`config.mk`:
```
export PLATFORM = sky130hd
export DESIGN_NAME = led_effect_sequencer_top_flat
export DESIGN_NICKNAME = d
export VERILOG_FILES = /design/src/hdl/les_pkg.sv /design/src/hdl/les_in_if.sv /design/src/hdl/les_out_if.sv /design/src/hdl/les_effect_fifo.sv /design/src/hdl/les_front.sv /design/src/hdl/les_player.sv /design/src/hdl/led_effect_sequencer_top.sv /design/src/flat_wrapper.sv
export SDC_FILE = /design/constraint.sdc
export NUM_CORES = 1
export LEC_CHECK = 0
export BUFFER_PORTS_ARGS = -buffer_cell sky130_fd_sc_hd__buf_4
export CAP_MARGIN = 0
export CORE_MARGIN = 8
export CORE_UTILIZATION = 50
export CTS_CLUSTER_SIZE = 12
export DETAILED_ROUTE_END_ITERATION = 10
export PLACE_DENSITY = 0.7
export SLEW_MARGIN = 20
export SYNTH_ARGS = -nofsm -noshare
export SYNTH_HDL_FRONTEND = slang
export SYNTH_SLANG_ARGS = --single-unit
```
`constraint.sdc`:
```
create_clock -name i_clk -period 6.5 [get_ports i_clk]
set_input_delay 1.3 -clock i_clk [delete_from_list [all_inputs] [get_ports i_clk]]
set_output_delay 1.3 -clock i_clk [all_outputs]
set_load 0.01 [all_outputs]
```
`src/hdl/les_pkg.sv`:
```
package les_pkg;

    localparam int DEF_QUEUE_DEPTH = 10;
    localparam int DEF_DUTY_WIDTH  = 13;
    localparam int ADDR_W          = 4;
    localparam int DATA_W          = 32;

    localparam logic       ACT_TICK = 1'b0;
    localparam logic       ACT_TRIG = 1'b1;

    localparam logic [1:0] EFF_BREATH = 2'd0;
    localparam logic [1:0] EFF_QUICK  = 2'd1;
    localparam logic [1:0] EFF_SLOW   = 2'd2;
    localparam logic [1:0] EFF_NONE   = 2'd3;

    localparam logic [1:0] REG_BREATH = 2'd0;
    localparam logic [1:0] REG_QUICK  = 2'd1;
    localparam logic [1:0] REG_SLOW   = 2'd2;
    localparam logic [1:0] REG_OFF    = 2'd3;

    localparam logic [9:0]  BREATH_HOLD_RST = 10'd20;
    localparam logic [9:0]  QUICK_HOLD_RST  = 10'd100;
    localparam logic [11:0] SLOW_HOLD_RST   = 12'd1000;
    localparam int          OFF_DUTY_RST    = 8191;

    localparam logic [6:0] BREATH_STEPS   = 7'd64;
    localparam logic [6:0] BLINK_STEPS    = 7'd2;
    localparam logic [3:0] BREATH_REPEATS = 4'd5;
    localparam logic [3:0] QUICK_REPEATS  = 4'd10;
    localparam logic [3:0] SLOW_REPEATS   = 4'd3;

    typedef struct packed {
        logic       trig;
        logic [1:0] code;
    } t_cmd;

    typedef struct packed {
        logic [9:0]  breath;
        logic [9:0]  quick;
        logic [11:0] slow;
    } t_hold;

    typedef struct packed {
        logic       push;
        logic [1:0] code;
        logic       pop;
    } t_fifo_ctl;

    typedef struct packed {
        logic       has_real;
        logic [1:0] head_code;
    } t_fifo_stat;

endpackage

```
`src/hdl/les_in_if.sv`:
```
interface les_in_if;
    logic       valid;
    logic       ready;
    logic       action;
    logic [1:0] effect_code;

    modport source (output valid, output action, output effect_code, input ready);
    modport sink (input valid, input action, input effect_code, output ready);
endinterface

```
`src/hdl/les_out_if.sv`:
```
interface les_out_if import les_pkg::*; #(
    parameter int DUTY_W = DEF_DUTY_WIDTH,
    parameter int CNT_W  = $clog2(DEF_QUEUE_DEPTH + 1)
);
    logic              valid;
    logic              ready;
    logic [DUTY_W-1:0] duty;
    logic              busy_res;
    logic              dropped;
    logic [CNT_W-1:0]  queued;

    modport source (output valid, output duty, output busy_res, output dropped,
                    output queued, input ready);
    modport sink (input valid, input duty, input busy_res, input dropped,
                  input queued, output ready);
endinterface

```
`src/hdl/les_effect_fifo.sv`:
```
module les_effect_fifo import les_pkg::*; #(
    parameter int QUEUE_DEPTH = DEF_QUEUE_DEPTH,
    localparam int CNT_W = $clog2(QUEUE_DEPTH + 1),
    localparam int PTR_W = (QUEUE_DEPTH > 1) ? $clog2(QUEUE_DEPTH) : 1
) (
    input  logic             i_clk,
    input  logic             i_rst_n,
    input  t_fifo_ctl        i_ctl,
    output t_fifo_stat       o_stat,
    output logic [CNT_W-1:0] o_count
);

    // Only real effects are stored; each keeps the number of ignored codes
    // queued right before it so that one pop can retire them together.
    logic [1:0]       r_code [QUEUE_DEPTH];
    logic [CNT_W-1:0] r_pre3 [QUEUE_DEPTH];
    logic [PTR_W-1:0] r_head;
    logic [PTR_W-1:0] r_tail;
    logic [CNT_W-1:0] r_real;
    logic [CNT_W-1:0] r_count;
    logic [CNT_W-1:0] r_trail;

    logic             push_real;
    logic [PTR_W-1:0] head_inc;
    logic [PTR_W-1:0] tail_inc;

    assign push_real = i_ctl.push && (i_ctl.code != EFF_NONE);
    assign head_inc  = (r_head == PTR_W'(QUEUE_DEPTH - 1)) ? '0 : r_head + 1'b1;
    assign tail_inc  = (r_tail == PTR_W'(QUEUE_DEPTH - 1)) ? '0 : r_tail + 1'b1;

    always_ff @(posedge i_clk) begin
        if (push_real) begin
            r_code[r_tail] <= i_ctl.code;
            r_pre3[r_tail] <= r_trail;
        end
    end

    always_ff @(posedge i_clk) begin
        if (!i_rst_n) begin
            r_head  <= '0;
            r_tail  <= '0;
            r_real  <= '0;
            r_count <= '0;
            r_trail <= '0;
        end else if (i_ctl.push) begin
            r_count <= r_count + 1'b1;
            if (push_real) begin
                r_real  <= r_real + 1'b1;
                r_tail  <= tail_inc;
                r_trail <= '0;
            end else begin
                r_trail <= r_trail + 1'b1;
            end
        end else if (i_ctl.pop) begin
            if (r_real != '0) begin
                r_count <= r_count - r_pre3[r_head] - 1'b1;
                r_real  <= r_real - 1'b1;
                r_head  <= head_inc;
            end else begin
                // only ignored codes wait: drop them all
                r_count <= '0;
                r_trail <= '0;
            end
        end
    end

    assign o_stat.has_real  = (r_real != '0);
    assign o_stat.head_code = r_code[r_head];
    assign o_count          = r_count;

endmodule

```
`src/hdl/les_front.sv`:
```
module les_front import les_pkg::*; (
    input  logic i_clk,
    input  logic i_rst_n,
    les_in_if.sink i_in,
    output logic o_cmd_valid,
    output t_cmd o_cmd,
    input  logic i_cmd_take
);

    t_cmd       r_q [2];
    logic       r_wp;
    logic       r_rp;
    logic [1:0] r_cnt;

    logic accept;
    t_cmd cmd_in;

    assign i_in.ready  = (r_cnt != 2'd2);
    assign accept      = i_in.valid && i_in.ready;
    assign cmd_in.trig = (i_in.action == ACT_TRIG);
    assign cmd_in.code = i_in.effect_code;

    always_ff @(posedge i_clk) begin
        if (accept) begin
            r_q[r_wp] <= cmd_in;
        end
    end

    always_ff @(posedge i_clk) begin
        if (!i_rst_n) begin
            r_wp  <= 1'b0;
            r_rp  <= 1'b0;
            r_cnt <= 2'd0;
        end else begin
            if (accept) begin
                r_wp <= ~r_wp;
            end
            if (i_cmd_take) begin
                r_rp <= ~r_rp;
            end
            r_cnt <= r_cnt + {1'b0, accept} - {1'b0, i_cmd_take};
        end
    end

    assign o_cmd_valid = (r_cnt != 2'd0);
    assign o_cmd       = r_q[r_rp];

endmodule

```
`src/hdl/les_player.sv`:
```
module les_player import les_pkg::*; #(
    parameter int QUEUE_DEPTH = DEF_QUEUE_DEPTH,
    parameter int DUTY_WIDTH  = DEF_DUTY_WIDTH,
    localparam int CNT_W = $clog2(QUEUE_DEPTH + 1)
) (
    input  logic                  i_clk,
    input  logic                  i_rst_n,
    input  logic                  i_cmd_valid,
    input  t_cmd                  i_cmd,
    output logic                  o_cmd_take,
    input  t_hold                 i_hold,
    input  logic [DUTY_WIDTH-1:0] i_off_duty,
    les_out_if.source             o_out
);

    localparam logic [DUTY_WIDTH-1:0] FULL_DUTY = {DUTY_WIDTH{1'b1}};
    localparam int SH = DUTY_WIDTH - 5;

    logic                  r_out_valid;
    logic                  r_busy;
    logic [1:0]            r_eff;
    logic [3:0]            r_rep;
    logic [5:0]            r_step;
    logic [11:0]           r_timer;
    logic [DUTY_WIDTH-1:0] r_duty;
    logic                  r_dropped;

    logic                  n_busy;
    logic [1:0]            n_eff;
    logic [3:0]            n_rep;
    logic [5:0]            n_step;
    logic [11:0]           n_timer;
    logic [DUTY_WIDTH-1:0] n_duty;
    logic                  n_dropped;

    t_fifo_ctl        ctl_raw;
    t_fifo_ctl        fifo_ctl;
    t_fifo_stat       fifo_stat;
    logic [CNT_W-1:0] fifo_count;

    logic        take;
    logic [11:0] hold_raw;
    logic [11:0] hold;
    logic [12:0] timer_inc;
    logic [6:0]  step_inc;
    logic [3:0]  rep_inc;
    logic [3:0]  reps;
    logic        step_done;
    logic        last_step;
    logic        last_rep;

    function automatic logic [DUTY_WIDTH-1:0] level_of(input logic [1:0] eff,
                                                      input logic [5:0] step);
        logic [DUTY_WIDTH-1:0] ramp;
        ramp = {step[4:0], {SH{1'b0}}};
        if (eff == EFF_BREATH) begin
            level_of = step[5] ? ramp : FULL_DUTY - ramp;
        end else begin
            level_of = (step == 6'd0) ? FULL_DUTY : '0;
        end
    endfunction

    les_effect_fifo #(.QUEUE_DEPTH(QUEUE_DEPTH)) u_fifo (
        .i_clk   (i_clk),
        .i_rst_n (i_rst_n),
        .i_ctl   (fifo_ctl),
        .o_stat  (fifo_stat),
        .o_count (fifo_count)
    );

    assign take       = i_cmd_valid && (!r_out_valid || o_out.ready);
    assign o_cmd_take = take;

    always_comb begin
        case (r_eff)
            EFF_BREATH: begin
                hold_raw = {2'b00, i_hold.breath};
                reps     = BREATH_REPEATS;
            end
            EFF_QUICK: begin
                hold_raw = {2'b00, i_hold.quick};
                reps     = QUICK_REPEATS;
            end
            default: begin
                hold_raw = i_hold.slow;
                reps     = SLOW_REPEATS;
            end
        endcase
    end

    // a hold of zero acts as one tick
    assign hold      = (hold_raw == '0) ? 12'd1 : hold_raw;
    assign timer_inc = {1'b0, r_timer} + 13'd1;
    assign step_done = (timer_inc >= {1'b0, hold});
    assign step_inc  = {1'b0, r_step} + 7'd1;
    assign last_step = (step_inc == ((r_eff == EFF_BREATH) ? BREATH_STEPS : BLINK_STEPS));
    assign rep_inc   = r_rep + 4'd1;
    assign last_rep  = (rep_inc >= reps);

    always_comb begin
        n_busy    = r_busy;
        n_eff     = r_eff;
        n_rep     = r_rep;
        n_step    = r_step;
        n_timer   = r_timer;
        n_duty    = r_duty;
        n_dropped = 1'b0;
        ctl_raw   = '0;
        if (i_cmd.trig) begin
            if (fifo_count >= CNT_W'(QUEUE_DEPTH)) begin
                n_dropped = 1'b1;
            end else if (r_busy) begin
                ctl_raw.push = 1'b1;
                ctl_raw.code = i_cmd.code;
            end else if (i_cmd.code != EFF_NONE) begin
                // idle: start at once, queue stays empty
                n_busy  = 1'b1;
                n_eff   = i_cmd.code;
                n_rep   = '0;
                n_step  = '0;
                n_timer = '0;
                n_duty  = FULL_DUTY;
            end
        end else if (r_busy) begin
            if (step_done) begin
                n_timer = '0;
                if (last_step) begin
                    n_step = '0;
                    if (last_rep) begin
                        ctl_raw.pop = 1'b1;
                        if (fifo_stat.has_real) begin
                            n_eff  = fifo_stat.head_code;
                            n_rep  = '0;
                            n_duty = FULL_DUTY;
                        end else begin
                            n_busy = 1'b0;
                        end
                    end else begin
                        n_rep  = rep_inc;
                        n_duty = level_of(r_eff, 6'd0);
                    end
                end else begin
                    n_step = step_inc[5:0];
                    n_duty = level_of(r_eff, step_inc[5:0]);
                end
            end else begin
                n_timer = timer_inc[11:0];
            end
        end
        if (!n_busy) begin
            n_duty = i_off_duty;
        end
    end

    assign fifo_ctl = take ? ctl_raw : '0;

    always_ff @(posedge i_clk) begin
        if (!i_rst_n) begin
            r_out_valid <= 1'b0;
            r_busy      <= 1'b0;
            r_eff       <= EFF_BREATH;
            r_rep       <= '0;
            r_step      <= '0;
            r_timer     <= '0;
            r_duty      <= FULL_DUTY;
            r_dropped   <= 1'b0;
        end else begin
            if (take) begin
                r_out_valid <= 1'b1;
                r_busy      <= n_busy;
                r_eff       <= n_eff;
                r_rep       <= n_rep;
                r_step      <= n_step;
                r_timer     <= n_timer;
                r_duty      <= n_duty;
                r_dropped   <= n_dropped;
            end else if (o_out.ready) begin
                r_out_valid <= 1'b0;
            end
        end
    end

    // state only moves on take, so the live state is the pending word
    assign o_out.valid    = r_out_valid;
    assign o_out.duty     = r_duty;
    assign o_out.busy_res = r_busy;
    assign o_out.dropped  = r_dropped;
    assign o_out.queued   = fifo_count;

endmodule

```
`src/hdl/led_effect_sequencer_top.sv`:
```
// An input word waits in the two-word command queue, which accepts input
// while o_out is stalled until full; the one-step player update registers
// its result on o_out at one word per cycle while o_out is not stalled.
// Reset (i_rst_n low, synchronous): queues empty, player idle, registers to
// their defaults; the effect store needs no clearing.
module led_effect_sequencer_top import les_pkg::*; #(
    parameter int QUEUE_DEPTH = DEF_QUEUE_DEPTH,
    parameter int DUTY_WIDTH  = DEF_DUTY_WIDTH
) (
    input  logic              i_clk,
    input  logic              i_rst_n,
    les_in_if.sink            i_in,
    les_out_if.source         o_out,
    input  logic              psel,
    input  logic              penable,
    input  logic              pwrite,
    input  logic [ADDR_W-1:0] paddr,
    input  logic [DATA_W-1:0] pwdata,
    output logic [DATA_W-1:0] prdata,
    output logic              pready
);

    localparam int FULL_INT = (1 << DUTY_WIDTH) - 1;
    localparam logic [DUTY_WIDTH-1:0] OFF_RST =
        DUTY_WIDTH'((FULL_INT < OFF_DUTY_RST) ? FULL_INT : OFF_DUTY_RST);

    t_hold                 r_hold;
    logic [DUTY_WIDTH-1:0] r_off_duty;

    logic       cmd_valid;
    t_cmd       cmd;
    logic       cmd_take;
    logic       wr_en;
    logic [1:0] reg_idx;

    assign pready  = 1'b1;
    assign wr_en   = psel && penable && pwrite && pready;
    assign reg_idx = paddr[3:2];

    always_ff @(posedge i_clk) begin
        if (!i_rst_n) begin
            r_hold.breath <= BREATH_HOLD_RST;
            r_hold.quick  <= QUICK_HOLD_RST;
            r_hold.slow   <= SLOW_HOLD_RST;
            r_off_duty    <= OFF_RST;
        end else if (wr_en) begin
            case (reg_idx)
                REG_BREATH: r_hold.breath <= pwdata[9:0];
                REG_QUICK:  r_hold.quick  <= pwdata[9:0];
                REG_SLOW:   r_hold.slow   <= pwdata[11:0];
                REG_OFF:    r_off_duty    <= pwdata[DUTY_WIDTH-1:0];
                default: ;
            endcase
        end
    end

    always_comb begin
        case (reg_idx)
            REG_BREATH: prdata = {{(DATA_W - 10){1'b0}}, r_hold.breath};
            REG_QUICK:  prdata = {{(DATA_W - 10){1'b0}}, r_hold.quick};
            REG_SLOW:   prdata = {{(DATA_W - 12){1'b0}}, r_hold.slow};
            REG_OFF:    prdata = {{(DATA_W - DUTY_WIDTH){1'b0}}, r_off_duty};
            default:    prdata = '0;
        endcase
    end

    les_front u_front (
        .i_clk       (i_clk),
        .i_rst_n     (i_rst_n),
        .i_in        (i_in),
        .o_cmd_valid (cmd_valid),
        .o_cmd       (cmd),
        .i_cmd_take  (cmd_take)
    );

    les_player #(
        .QUEUE_DEPTH (QUEUE_DEPTH),
        .DUTY_WIDTH  (DUTY_WIDTH)
    ) u_player (
        .i_clk       (i_clk),
        .i_rst_n     (i_rst_n),
        .i_cmd_valid (cmd_valid),
        .i_cmd       (cmd),
        .o_cmd_take  (cmd_take),
        .i_hold      (r_hold),
        .i_off_duty  (r_off_duty),
        .o_out       (o_out)
    );

endmodule

```
`src/flat_wrapper.sv`:
```
// flat-port wrapper written by rule: the top's interface ports become plain ports
module led_effect_sequencer_top_flat import les_pkg::*;
#(
    parameter int QUEUE_DEPTH = DEF_QUEUE_DEPTH,
    parameter int DUTY_WIDTH  = DEF_DUTY_WIDTH
)
  (i_clk, i_rst_n, psel, penable, pwrite, paddr, pwdata, prdata, pready, i_in_valid, i_in_action, i_in_effect_code, i_in_ready, o_out_valid, o_out_duty, o_out_busy_res, o_out_dropped, o_out_queued, o_out_ready);
  les_in_if i_in_i ();
  les_out_if o_out_i ();
  input  logic i_clk;
  input  logic i_rst_n;
  input  logic psel;
  input  logic penable;
  input  logic pwrite;
  input  logic [ADDR_W-1:0] paddr;
  input  logic [DATA_W-1:0] pwdata;
  output logic [DATA_W-1:0] prdata;
  output logic pready;
  input wire logic [$bits(i_in_i.valid)-1:0] i_in_valid;
  input wire logic [$bits(i_in_i.action)-1:0] i_in_action;
  input wire logic [$bits(i_in_i.effect_code)-1:0] i_in_effect_code;
  output wire logic [$bits(i_in_i.ready)-1:0] i_in_ready;
  output wire logic [$bits(o_out_i.valid)-1:0] o_out_valid;
  output wire logic [$bits(o_out_i.duty)-1:0] o_out_duty;
  output wire logic [$bits(o_out_i.busy_res)-1:0] o_out_busy_res;
  output wire logic [$bits(o_out_i.dropped)-1:0] o_out_dropped;
  output wire logic [$bits(o_out_i.queued)-1:0] o_out_queued;
  input wire logic [$bits(o_out_i.ready)-1:0] o_out_ready;
  assign i_in_i.valid = i_in_valid;
  assign i_in_i.action = i_in_action;
  assign i_in_i.effect_code = i_in_effect_code;
  assign i_in_ready = i_in_i.ready;
  assign o_out_valid = o_out_i.valid;
  assign o_out_duty = o_out_i.duty;
  assign o_out_busy_res = o_out_i.busy_res;
  assign o_out_dropped = o_out_i.dropped;
  assign o_out_queued = o_out_i.queued;
  assign o_out_i.ready = o_out_ready;
  led_effect_sequencer_top #(.QUEUE_DEPTH(QUEUE_DEPTH), .DUTY_WIDTH(DUTY_WIDTH)) u_core (.i_clk(i_clk), .i_rst_n(i_rst_n), .i_in(i_in_i), .o_out(o_out_i), .psel(psel), .penable(penable), .pwrite(pwrite), .paddr(paddr), .pwdata(pwdata), .prdata(prdata), .pready(pready));
endmodule
```
==> impl_metrics.sql, run 1 <==
INSERT INTO impl_metrics (metric_group, metric, value, unit) VALUES
('synthesis', 'post-synth-top-area-cell', 'dfxtp_1', ''),
('setup_path', 'setup.worst_path.start_class', 'register', ''),
('clock_tree', 'cts_made_buffers', '17', ''),
('pwr', 'switchingPower', '0.973', 'mW'),
('drt', 'wl_per_cell', '17.4', 'um'),
('pwr', 'power.static_leakage', '3.92', 'nW'),
('pwr', 'power.ir.vdd_worst', '0.207', 'mV'),
('drt', 'vias', '6935', ''),
('floorplanning', 'initial_utilization', '0.507', ''),
('clock_tree', 'cts_repair_resize_count', '0', ''),
('sta', 'final_setup_skew', '0.0117', 'ns'),
('floorplanning', 'die_x', '151', 'um'),
('final_layout', 'post-route-util', '0.570', ''),
('drt', 'ant_nets', '0', ''),
('setup_path', 'reg2reg_depth', '15', ''),
('placement', 'hpwl', '14500', 'um'),
('setup_path', 'worst-setup-path-type', 'register to register', ''),
('drt', 'post_drt_via_cell_ratio', '5.77', ''),
('sta', 'clock.fmax', '215', 'MHz'),
('synthesis', 'synth.yosys.seq_area_share', '0.471', ''),
('drt', 'routed_wirelength', '21000', 'um'),
('clock_tree', 'root_buffer', 'clkbuf_16', ''),
('pwr', 'clock_power_share', '0.340', ''),
('clock_tree', 'cts_setup_buffers', '0', ''),
('global_routing', 'grt_util_met1', '0.242', ''),
('synthesis', 'leading_post_synthesis_cells_by_cell_area', 'dfxtp_1 (25%), edfxtp_1 (22%), mux4_2 (5.5%)', ''),
('floorplanning', 'placementRows', '49', ''),
('sta', 'finalHoldViolCount', '0', ''),
('placement', 'buffer_ports.inserted', '58', ''),
('synthesis', 'synth.avg_cell_area', '9.81', 'um2'),
('placement', 'dpl-instance-area', '9560', 'um2'),
('run_status', 'run_status', 'finished clean', ''),
('drt', 'drtIter0Drc', '507', ''),
('pwr', 'power.share.combinational', '0.223', ''),
('setup_path', 'worst_ep_required_time', '6.77', 'ns'),
('flow_run', 'max_cap_violations', '0', ''),
('sta', 'worst_slew_pin_slew', '1.06', 'ns'),
('sta', 'fin_tns_setup', '0', 'ns'),
('global_routing', 'grtUsageMet3', '0.0415', ''),
('final_layout', 'num-fill-cells', '1566', ''),
('sta', 'count_of_endpoints_failing_setup_in_the_final_report', '0', ''),
('setup_path', 'worst-endpoint-arrival', '4.92', 'ns'),
('sta', 'slew_headroom', '0.285', ''),
('drt', 'first_pass_iters', '5', ''),
('floorplanning', 'die_y', '151', 'um'),
('placement', 'gpl.final_weighted_congestion', '0.796', ''),
('final_layout', 'drive_gt1_frac', '0.142', ''),
('clock_tree', 'clk_transition_reported_paths', '0.07', 'ns'),
('synthesis', 'ys_seq_elements', '180', ''),
('clock_tree', 'cts_hold_buffers', '0', ''),
('sta', 'grt_setup_unrepaired', 'no', ''),
('global_routing', 'grt.overflow.total', '0', ''),
('final_layout', 'multi_input_area', '4420', 'um2'),
('worst_hold_path', 'hold_depth', '2', ''),
('clock_tree', 'cts_htree_levels', '4', ''),
('synthesis', 'synth_enable_flop_cells', '66', ''),
('floorplanning', 'core_area', '17800', 'um2'),
('synthesis', 'syn-instance-count', '923', ''),
('worst_hold_path', 'hold_path.class', 'register to register', ''),
('clock_tree', 'clock_sinks', '180', ''),
('pwr', 'sw_frac_of_total', '0.326', ''),
('final_layout', 'synthToLayoutAreaGrowth', '12.2', '%'),
('setup_path', 'critical_path.max_fanout', '14', ''),
('global_routing', 'grt_pass1_vias', '6709', ''),
('sta', 'timing.final.max_slew_violations', '0', ''),
('synthesis', 'synth_flop_cell', 'dfxtp_1', ''),
('clock_tree', 'cts_buffer_depth', '2', ''),
('clock_tree', 'tritoncts', 'yes', ''),
('synthesis', 'synthArstFlopShare', '0', ''),
('global_routing', 'global_route.usage.met2', '0.307', ''),
('floorplanning', 'die-area', '22700', 'um2');
==> final timing paths <==
| path | startpoint | endpoint | slack, ns |
|---|---|---|---|
| min reg2reg | u_core.u_player.r_timer[11]$_SDFFE_PN0P_ | u_core.u_player.r_timer[11]$_SDFFE_PN0P_ | 0.46 |
| min | u_core.u_player.r_timer[11]$_SDFFE_PN0P_ | u_core.u_player.r_timer[11]$_SDFFE_PN0P_ | 0.46 |
| max | u_core.u_player.r_eff[0]$_SDFFE_PN0P_ | u_core.u_player.o_out.duty[12]$_SDFFE_PN1P_ | 1.85 |
| max reg2reg | u_core.u_player.r_eff[0]$_SDFFE_PN0P_ | u_core.u_player.o_out.duty[12]$_SDFFE_PN1P_ | 1.85 |
==> layout by cell type, fill, tap and decap left out, types with 12 or more instances in the layout <==
cell type / count
a21oi_1: 85
buf_4: 65
clkbuf_16: 17
conb_1: 20
dfxtp_1: 114
edfxtp_1: 66
ha_1: 33
inv_1: 26
mux2i_1: 29
mux4_2: 22
nand2_1: 123
nand2b_1: 15
nand3_1: 60
nor2_1: 76
nor3_1: 13
o21ai_0: 23
o221ai_1: 12
xnor2_1: 15
xor2_1: 16
==> stage by stage <==
stage	total power [mW]	hold slack (ns)	worst slack, ns	std cells
finish	2.98	0.459	1.85	1202
global route	3.12	0.498	1.49	1202
CTS	3.01	0.457	1.89	1202
detailed placement	1.99	0.447	1.87	1170
global placement	1.99	0.439	1.87	1170
floorplan	1.78	0.432	2.37	941
==> per-layer routing <==
metal,share of wire,up-vias
met5,0,-
met4,0.017,0
met3,0.056,26
met2,0.48,187
met1,0.44,3342
li1,-,3380
==> worst max-delay path: stages (launching register included) <==
cell	delay, ns
dfxtp_1	0.87
mux2i_1	0.26
nor2_1	0.06
a21oi_1	0.29
and4_1	0.24
nand4_1	0.10
o221ai_1	0.21
ha_1	0.16
nor2b_1	0.04
o21ai_0	0.32
a211oi_1	0.13
buf_4	0.19
a2111oi_4	0.45
nor2_2	0.12
a221oi_2	0.85
o221ai_1	0.20
==> sequential cells by signal (all words and copies together) (netlist names), 6 cells and up, named ones only <==
| register | cells |
|---|---|
| u_core.u_player.u_fifo.r_pre3 | 40 |
| u_core.r_hold | 32 |
| u_core.u_player.u_fifo.r_code | 20 |
| u_core.r_off_duty | 13 |
| u_core.u_player.o_out.duty | 13 |
| u_core.u_player.r_timer | 12 |
| u_core.u_front.r_q | 6 |
| u_core.u_player.r_step | 6 |
==> final cells by class <==
cell class / instances / share of cell area
multi-input combinational: 667 / 0.435
sequential: 180 / 0.420
timing repair buffer: 65 / 0.0480
clock buffer: 17 / 0.0419
tap: 229 / 0.0282
clock inverter: 15 / 0.0166
inverter: 29 / 0.0107
==> Yosys cell counts, types with 6 or more instances <==
cell / instances
ha_1: 33
mux4_2: 22
nor2_1: 76
nand4_1: 7
xnor2_1: 15
a211oi_1: 7
or3_1: 7
xor2_1: 16
nor2b_1: 10
dfxtp_1: 114
nand3b_1: 6
buf_4: 20
nor4_1: 7
inv_1: 27
nand3_1: 60
a21oi_1: 85
mux2i_1: 29
clkbuf_1: 36
nand2b_1: 15
nand2_1: 123
o221ai_1: 12
and3_1: 8
o21ai_0: 23
edfxtp_1: 66
nor3_1: 13
==> logic make-up after synthesis <==
group                    synth area share
adder cells (fa/ha/maj)            0.0500
other                            0.000830
multiplexers                       0.0905
AO/OA/AOI/OAI                       0.129
flip-flops                          0.471
AND/OR/NAND/NOR                     0.179
buffers and inverters              0.0493
XOR/XNOR                           0.0300
==> power groups by stage <==
stage	combinational, mW	sequential, mW	clock, mW
finish	0.667	1.30	1.01
detailed placement	0.664	1.33	0
global placement	0.658	1.33	0
CTS	0.669	1.30	1.03
global route	0.735	1.31	1.07
floorplan	0.458	1.32	0
Note: power is estimated with default switching activity, not from simulation.
==> run 2, diff against run 1 <==
--- a/config.mk
+++ b/config.mk
@@ -11,7 +11,7 @@
 export CORE_UTILIZATION = 50
 export CTS_CLUSTER_SIZE = 12
 export DETAILED_ROUTE_END_ITERATION = 10
-export PLACE_DENSITY = 0.7
+export PLACE_DENSITY = 0.72
 export SLEW_MARGIN = 20
 export SYNTH_ARGS = -nofsm -noshare
 export SYNTH_HDL_FRONTEND = slang
==> constraint.sdc (replaced) <==
create_clock -name i_clk -period 3.7 [get_ports i_clk]
set_input_delay 0.74 -clock i_clk [delete_from_list [all_inputs] [get_ports i_clk]]
set_output_delay 0.74 -clock i_clk [all_outputs]
set_load 0.01 [all_outputs]
==> impl_metrics.sql, run 2 (synthesis results as in run 1) <==
INSERT INTO impl_metrics (metric_group, metric, value, unit) VALUES
('sta', 'hold_ws', '0.455', 'ns'),
('final_layout', 'synthToLayoutAreaGrowth', '17.4', '%'),
('pwr', 'power.ir.vdd_worst', '0.418', 'mV'),
('flow_run', 'max_cap_violations', '0', ''),
('setup_path', 'ff2ff_setup_slack', '0.22', 'ns'),
('placement', 'dpl-instance-area', '9950', 'um2'),
('drt', 'routed_wirelength', '21900', 'um'),
('run_status', 'run_status', 'finished clean', ''),
('setup_path', 'worst_ep_required_time', '3.98', 'ns'),
('sta', 'count_of_endpoints_failing_setup_in_the_final_report', '0', ''),
('sta', 'min_period_over_period', '0.939', ''),
('final_layout', 'layout.cell_area.non_filler', '10600', 'um2'),
('final_layout', 'final_cell_mix', 'nand2_1 (123), buf_4 (114), dfxtp_1 (110)', ''),
('clock_tree', 'cts_buffer_depth', '2', ''),
('clock_tree', 'tritoncts', 'yes', ''),
('final_layout', 'nets', '1092', ''),
('final_layout', 'layout_commonest_cell', 'nand2_1', ''),
('worst_hold_path', 'hold_path.class', 'register to register', ''),
('drt', 'ant_nets', '0', ''),
('clock_tree', 'cts_hold_buffers', '0', ''),
('clock_tree', 'insertion_delay', '0.44', 'ns'),
('pwr', 'power.total', '5.41', 'mW'),
('placement', 'gpl.final_weighted_congestion', '0.839', ''),
('sta', 'fin_tns_setup', '0', 'ns'),
('pwr', 'power.static_leakage', '4.19', 'nW'),
('setup_path', 'cpMaxStageDelayCell', 'a2111oi_4', ''),
('floorplanning', 'die_y', '151', 'um'),
('clock_tree', 'cts_htree_levels', '4', ''),
('drt', 'first_pass_iters', '5', ''),
('worst_hold_path', 'worst_hold_path.endpoint', 'u_core.u_player.r_timer[11]$_SDFFE_PN0P_', ''),
('setup_path', 'reg2reg_depth', '16', ''),
('worst_hold_path', 'hold_depth', '2', ''),
('setup_path', 'worst-endpoint-arrival', '3.76', 'ns'),
('final_layout', 'drive_gt1_frac', '0.200', ''),
('sta', 'finalHoldViolCount', '0', ''),
('drt', 'drtIter0Drc', '659', ''),
('global_routing', 'grt_antenna_before_repair', '0', ''),
('sta', 'grt_setup_unrepaired', 'no', ''),
('placement', 'hpwl', '15200', 'um'),
('floorplanning', 'core_area', '17800', 'um2'),
('global_routing', 'pin_count_of_the_biggest_net_entering_global_routing', '49', ''),
('worst_hold_path', 'holdCritStartpoint', 'u_core.u_player.r_timer[11]$_SDFFE_PN0P_', ''),
('setup_path', 'critical_path.max_fanout', '13', ''),
('global_routing', 'grt.overflow.total', '0', ''),
('floorplanning', 'placementRows', '49', ''),
('setup_path', 'cpPeakStageDelay', '0.43', 'ns'),
('final_layout', 'biggestRegsByFlops', 'u_core.u_player.u_fifo.r_pre3 (40), u_core.r_hold (32), u_core.u_player.u_fifo.r_code (20)', ''),
('global_routing', 'grtUsageTotal', '0.195', ''),
('final_layout', 'largest_register_ffs', '40', ''),
('setup_path', 'worst_r2r_endpoint', 'u_core.u_player.o_out.duty[12]$_SDFFE_PN1P_', ''),
('setup_path', 'crit-reg2reg-launch', 'u_core.u_player.r_timer[0]$_SDFFE_PN0P_', ''),
('floorplanning', 'boundaryPins', '100', ''),
('final_layout', 'max_flop_register', 'u_core.u_player.u_fifo.r_pre3', ''),
('pwr', 'power_density', '509', 'nW/um2'),
('sta', 'timing.final.crit_period', '3.48', 'ns'),
('sta', 'final_setup_skew', '0.0118', 'ns'),
('final_layout', 'antenna_cells_inserted', '0', ''),
('drt', 'vias', '7160', ''),
('floorplanning', 'die_x', '151', 'um'),
('floorplanning', 'initial_utilization', '0.507', ''),
('clock_tree', 'clock_sinks', '180', ''),
('clock_tree', 'clk_transition_reported_paths', '0.07', 'ns'),
('sta', 'slew_headroom', '0.407', ''),
('setup_path', 'end_kind', 'register', ''),
('setup_path', 'cell_chain_critical_path', 'ha_1, nand3_1, buf_4, nor2_1, xor2_1, ha_1, nand3_1, a21boi_0, o31ai_1, buf_4, a2111oi_4, buf_12, nor2_2, a221oi_2, buf_6, o221ai_1', ''),
('sta', 'clock.fmax', '288', 'MHz'),
('floorplanning', 'die-area', '22700', 'um2'),
('drt', 'drc', '0', ''),
('setup_path', 'setup.worst_path.start_class', 'register', ''),
('setup_path', 'worst-setup-path-type', 'register to register', ''),
('drt', 'post_drt_via_cell_ratio', '5.71', ''),
('drt', 'wl_per_cell', '17.5', 'um'),
('placement', 'buffer_ports.inserted', '58', ''),
('clock_tree', 'root_buffer', 'clkbuf_16', ''),
('sta', 'worst_slew_pin_slew', '0.883', 'ns'),
('global_routing', 'grt_pass1_vias', '6982', ''),
('sta', 'timing.final.max_slew_violations', '0', ''),
('global_routing', 'grt_pass1_wl', '35200', 'um'),
('final_layout', 'post-route-util', '0.596', ''),
('clock_tree', 'cts_made_buffers', '17', '');
[run 2: cell types whose count changed in the layout (fill, tap and decap cells not counted), moves of 3 or more]
cell / before / now
a21oi_1: 85 / 79
dfxtp_2: 0 / 3
a21oi_2: 0 / 6
buf_4: 65 / 114
dfxtp_1: 114 / 110
[run 2: routing by layer]
layer | GRT usage | wire (um) | vias to the layer above
li1 | - | - | 3476
met5 | 0 | 0 | -
met2 | 0.309 | 10300 | 251
met3 | 0.0538 | 1550 | 38
met4 | 0.0655 | 475 | 0
met1 | 0.253 | 9580 | 3395
[run 2: cell type report]
type / count / area [um2]
fill: 1500 / 7210
clock buffer: 18 / 429
multi-input combinational: 667 / 4490
inverter: 29 / 109
tap: 229 / 287
clock inverter: 14 / 154
sequential: 180 / 4270
timing repair buffer: 116 / 887
[run 2: worst max path at each step]
stage	from	to	slack, ns	depth (start not counted)
5_1_grt	u_core.u_player.r_timer[0]$_SDFFE_PN0P_	u_core.u_player.o_out.duty[1]$_SDFFE_PN1P_	0.006	16
4_1_cts	u_core.u_player.r_eff[0]$_SDFFE_PN0P_	u_core.u_player.o_out.duty[10]$_SDFFE_PN1P_	0.02	17
2_1_floorplan	u_core.u_player.r_eff[0]$_SDFFE_PN0P_	u_core.u_player.o_out.duty[7]$_SDFFE_PN1P_	0.08	16
6_report	u_core.u_player.r_timer[0]$_SDFFE_PN0P_	u_core.u_player.o_out.duty[12]$_SDFFE_PN1P_	0.22	16
3_5_place_dp	u_core.u_player.r_eff[0]$_SDFFE_PN0P_	u_core.u_player.o_out.duty[8]$_SDFFE_PN1P_	-0.29	16
3_3_place_gp	u_core.u_player.r_eff[0]$_SDFFE_PN0P_	u_core.u_player.o_out.duty[9]$_SDFFE_PN1P_	-0.25	16
[run 2: worst max-delay path, delay by kind of cell (launching register included)]
family          cells  cell delay, ns
compound gates      5            1.20
flops               1            0.39
fa+ha+maj           2            0.51
buf+inv             4            0.71
xor+xnor            1            0.10
simple gates        4            0.40
[run 2: power breakdown]
part           switching, mW  internal (mW)  leakage, nW
registers              0.111           2.17         1.59
logic                  0.775          0.561         2.32
clock network          0.886          0.906        0.275
[run 2: repair_timing]
item	4_1_cts	5_1_grt
pin swaps	0	2
setup endpoints to repair	17	28
setup buffers	0	1
resized for setup	4	19
[run 2: metrics by stage]
| step | cells | setup slack (ns) |
|---|---|---|
| floorplan | 941 | 0.0838 |
| global placement | 1220 | -0.249 |
| detailed placement | 1220 | -0.292 |
| CTS | 1252 | 0.0196 |
| global route | 1253 | 0.00575 |
| finish | 1253 | 0.224 |
==> run 3, diff against run 2 <==
--- a/config.mk
+++ b/config.mk
@@ -11,7 +11,7 @@
 export CORE_UTILIZATION = 50
 export CTS_CLUSTER_SIZE = 12
 export DETAILED_ROUTE_END_ITERATION = 10
-export PLACE_DENSITY = 0.72
+export PLACE_DENSITY = 0.7
 export SLEW_MARGIN = 20
 export SYNTH_ARGS = -nofsm -noshare
 export SYNTH_HDL_FRONTEND = slang
==> constraint.sdc (replaced) <==
create_clock -name i_clk -period 4.25 [get_ports i_clk]
set_input_delay 0.85 -clock i_clk [delete_from_list [all_inputs] [get_ports i_clk]]
set_output_delay 0.85 -clock i_clk [all_outputs]
set_load 0.01 [all_outputs]
==> impl_metrics.sql, run 3 (synthesis results as in run 1) <==
INSERT INTO impl_metrics (metric_group, metric, value, unit) VALUES
('run_status', 'run_status', 'finished clean', ''),
('final_layout', 'largest_register_ffs', '40', ''),
('pwr', 'clock_power_share', '0.347', ''),
('clock_tree', 'cts_setup_buffers', '0', ''),
('global_routing', 'global_route.usage.met2', '0.321', ''),
('clock_tree', 'root_buffer', 'clkbuf_16', ''),
('pwr', 'power.static_leakage', '4.04', 'nW'),
('drt', 'first_pass_iters', '7', ''),
('global_routing', 'grt_pass1_wl', '34700', 'um'),
('drt', 'drtIter0Drc', '670', ''),
('clock_tree', 'cts_htree_levels', '4', ''),
('pwr', 'power_density', '454', 'nW/um2'),
('final_layout', 'antenna_cells_inserted', '0', ''),
('drt', 'ant_nets', '0', ''),
('setup_path', 'crit_end', 'u_core.u_player.o_out.duty[3]$_SDFFE_PN1P_', ''),
('clock_tree', 'cts_repair_resize_count', '0', ''),
('global_routing', 'grtUsageMet3', '0.0406', ''),
('setup_path', 'ff2ff_setup_slack', '0.35', 'ns'),
('worst_hold_path', 'hold_path.class', 'register to register', ''),
('pwr', 'cell_internal_pwr', '3.16', 'mW'),
('clock_tree', 'clk_transition_reported_paths', '0.08', 'ns'),
('sta', 'grt_setup_unrepaired', 'no', ''),
('global_routing', 'grt.overflow.total', '0', ''),
('pwr', 'power.total', '4.70', 'mW'),
('final_layout', 'final-seq-area', '4270', 'um2'),
('floorplanning', 'boundaryPins', '100', ''),
('placement', 'hpwl', '15000', 'um'),
('sta', 'fin_tns_setup', '0', 'ns'),
('setup_path', 'critical_path.max_fanout', '13', ''),
('flow_run', 'max_cap_violations', '0', ''),
('placement', 'gpl.final_weighted_congestion', '0.843', ''),
('final_layout', 'multi_input_area', '4420', 'um2'),
('clock_tree', 'cts_buffer_depth', '2', ''),
('pwr', 'share_seq_of_total_power', '0.424', ''),
('drt', 'routed_wirelength', '21500', 'um'),
('sta', 'min_period_over_period', '0.916', ''),
('drt', 'vias', '7078', ''),
('sta', 'worst_slew_pin_slew', '0.878', 'ns'),
('clock_tree', 'cts_made_buffers', '17', ''),
('final_layout', 'num-fill-cells', '1517', ''),
('worst_hold_path', 'holdCritStartpoint', 'u_core.u_player.r_timer[11]$_SDFFE_PN0P_', ''),
('global_routing', 'grtUsageTotal', '0.194', ''),
('sta', 'clock.fmax', '257', 'MHz'),
('setup_path', 'worst_r2r_endpoint', 'u_core.u_player.o_out.duty[3]$_SDFFE_PN1P_', ''),
('floorplanning', 'die-area', '22700', 'um2'),
('clock_tree', 'cts_hold_buffers', '0', ''),
('drt', 'post_drt_via_cell_ratio', '5.79', ''),
('pwr', 'power.share.combinational', '0.229', ''),
('final_layout', 'nets', '1062', ''),
('sta', 'count_of_endpoints_failing_setup_in_the_final_report', '0', ''),
('clock_tree', 'clock_sinks', '180', ''),
('floorplanning', 'placementRows', '49', ''),
('setup_path', 'setup.worst_path.start_class', 'register', ''),
('placement', 'place_ws', '0.279', 'ns'),
('setup_path', 'crit-reg2reg-launch', 'u_core.u_player.r_eff[0]$_SDFFE_PN0P_', ''),
('drt', 'drc', '0', ''),
('setup_path', 'worst-endpoint-arrival', '4.17', 'ns'),
('global_routing', 'grt_antenna_before_repair', '0', ''),
('sta', 'final_setup_skew', '0.0132', 'ns'),
('final_layout', 'layout_commonest_cell', 'nand2_1', ''),
('sta', 'finalHoldViolCount', '0', ''),
('setup_path', 'worst_ep_required_time', '4.53', 'ns'),
('floorplanning', 'die_x', '151', 'um'),
('sta', 'slew_headroom', '0.412', ''),
('sta', 'setup_ws_post_layout', '0.355', 'ns'),
('setup_path', 'worst-setup-path-type', 'register to register', ''),
('global_routing', 'grt_util_met1', '0.251', ''),
('sta', 'timing.final.max_slew_violations', '0', ''),
('final_layout', 'synthToLayoutAreaGrowth', '14.4', '%'),
('final_layout', 'biggestRegsByFlops', 'u_core.u_player.u_fifo.r_pre3 (40), u_core.r_hold (32), u_core.u_player.u_fifo.r_code (20)', ''),
('final_layout', 'max_flop_register', 'u_core.u_player.u_fifo.r_pre3', ''),
('setup_path', 'end_kind', 'register', ''),
('pwr', 'power.ir.vdd_worst', '0.318', 'mV'),
('final_layout', 'final_cell_mix', 'nand2_1 (123), dfxtp_1 (113), buf_4 (86)', ''),
('floorplanning', 'core_area', '17800', 'um2'),
('drt', 'wl_per_cell', '17.6', 'um'),
('placement', 'buffer_ports.inserted', '58', ''),
('sta', 'hold_ws', '0.461', 'ns'),
('floorplanning', 'die_y', '151', 'um'),
('global_routing', 'grt_pass1_vias', '6719', ''),
('final_layout', 'drive_gt1_frac', '0.161', ''),
('setup_path', 'reg2reg_depth', '16', ''),
('pwr', 'switchingPower', '1.53', 'mW'),
('sta', 'timing.final.crit_period', '3.90', 'ns'),
('clock_tree', 'insertion_delay', '0.45', 'ns'),
('global_routing', 'pin_count_of_the_biggest_net_entering_global_routing', '50', ''),
('pwr', 'sw_frac_of_total', '0.326', ''),
('clock_tree', 'tritoncts', 'yes', ''),
('floorplanning', 'initial_utilization', '0.507', ''),
('global_routing', 'grt-busiest-layer', 'met2', ''),
('setup_path', 'worstSetupStartpoint', 'u_core.u_player.r_eff[0]$_SDFFE_PN0P_', '');
[run 3: cell types whose count changed in the layout (fill, tap and decap cells not counted), sizes merged]
cell and change:
inv +1, clkinvlp -3, buf -30, clkinv +2
[run 3: metal layers]
metal / vias up / routed length (um)
li1: 3421 / -
met1: 3429 / 9700
met2: 202 / 10500
met3: 26 / 1100
met4: 0 / 235
met5: - / 0
[run 3: critical path: stages, from the launching register on]
cell	delay, ns
dfxtp_2	0.48
mux2i_1	0.25
nor2_1	0.06
a21oi_1	0.26
and4_1	0.24
nand4_1	0.09
o221ai_1	0.21
ha_1	0.15
nor2b_1	0.04
o21ai_0	0.37
a211oi_2	0.18
buf_4	0.20
a2111oi_4	0.47
nor2_2	0.12
a221oi_2	0.23
buf_4	0.24
o221ai_1	0.14
[run 3: worst min path at each step]
stage                                                          end  slack, ns  cells after the start
final                     u_core.u_player.r_timer[11]$_SDFFE_PN0P_       0.46                      2
after global routing                u_core.r_hold[30]$_SDFFE_PN0P_       0.50                      2
after CTS                 u_core.u_player.r_timer[11]$_SDFFE_PN0P_       0.46                      2
after detailed placement  u_core.u_player.r_timer[11]$_SDFFE_PN0P_       0.45                      2
after global placement    u_core.u_player.r_timer[11]$_SDFFE_PN0P_       0.44                      2
after floorplan           u_core.u_player.r_timer[11]$_SDFFE_PN0P_       0.43                      2
[run 3: layout make-up]
class / count / share of cell area
multi-input combinational: 667 / 0.427
sequential: 180 / 0.412
inverter: 29 / 0.0105
tap: 229 / 0.0277
timing repair buffer: 86 / 0.0623
clock inverter: 14 / 0.0176
clock buffer: 18 / 0.0435
[run 3: power groups by stage]
stage                     Combinational [mW]  Sequential, mW  Clock, mW
after floorplan                        0.701            2.02          0
after global placement                  1.06            2.03          0
after detailed placement                1.07            2.03          0
after CTS                               1.08            1.99       1.66
after global routing                    1.19            2.01       1.73
final                                   1.08            1.99       1.63
[run 3: per-stage QoR]
stage               utilization  cell area (um2)  instances
floorplan                     -             9120        941
global placement          0.545             9720       1191
detailed placement        0.545             9720       1191
CTS                       0.580            10400       1223
global route              0.581            10400       1223
finish                    0.581            10400       1223
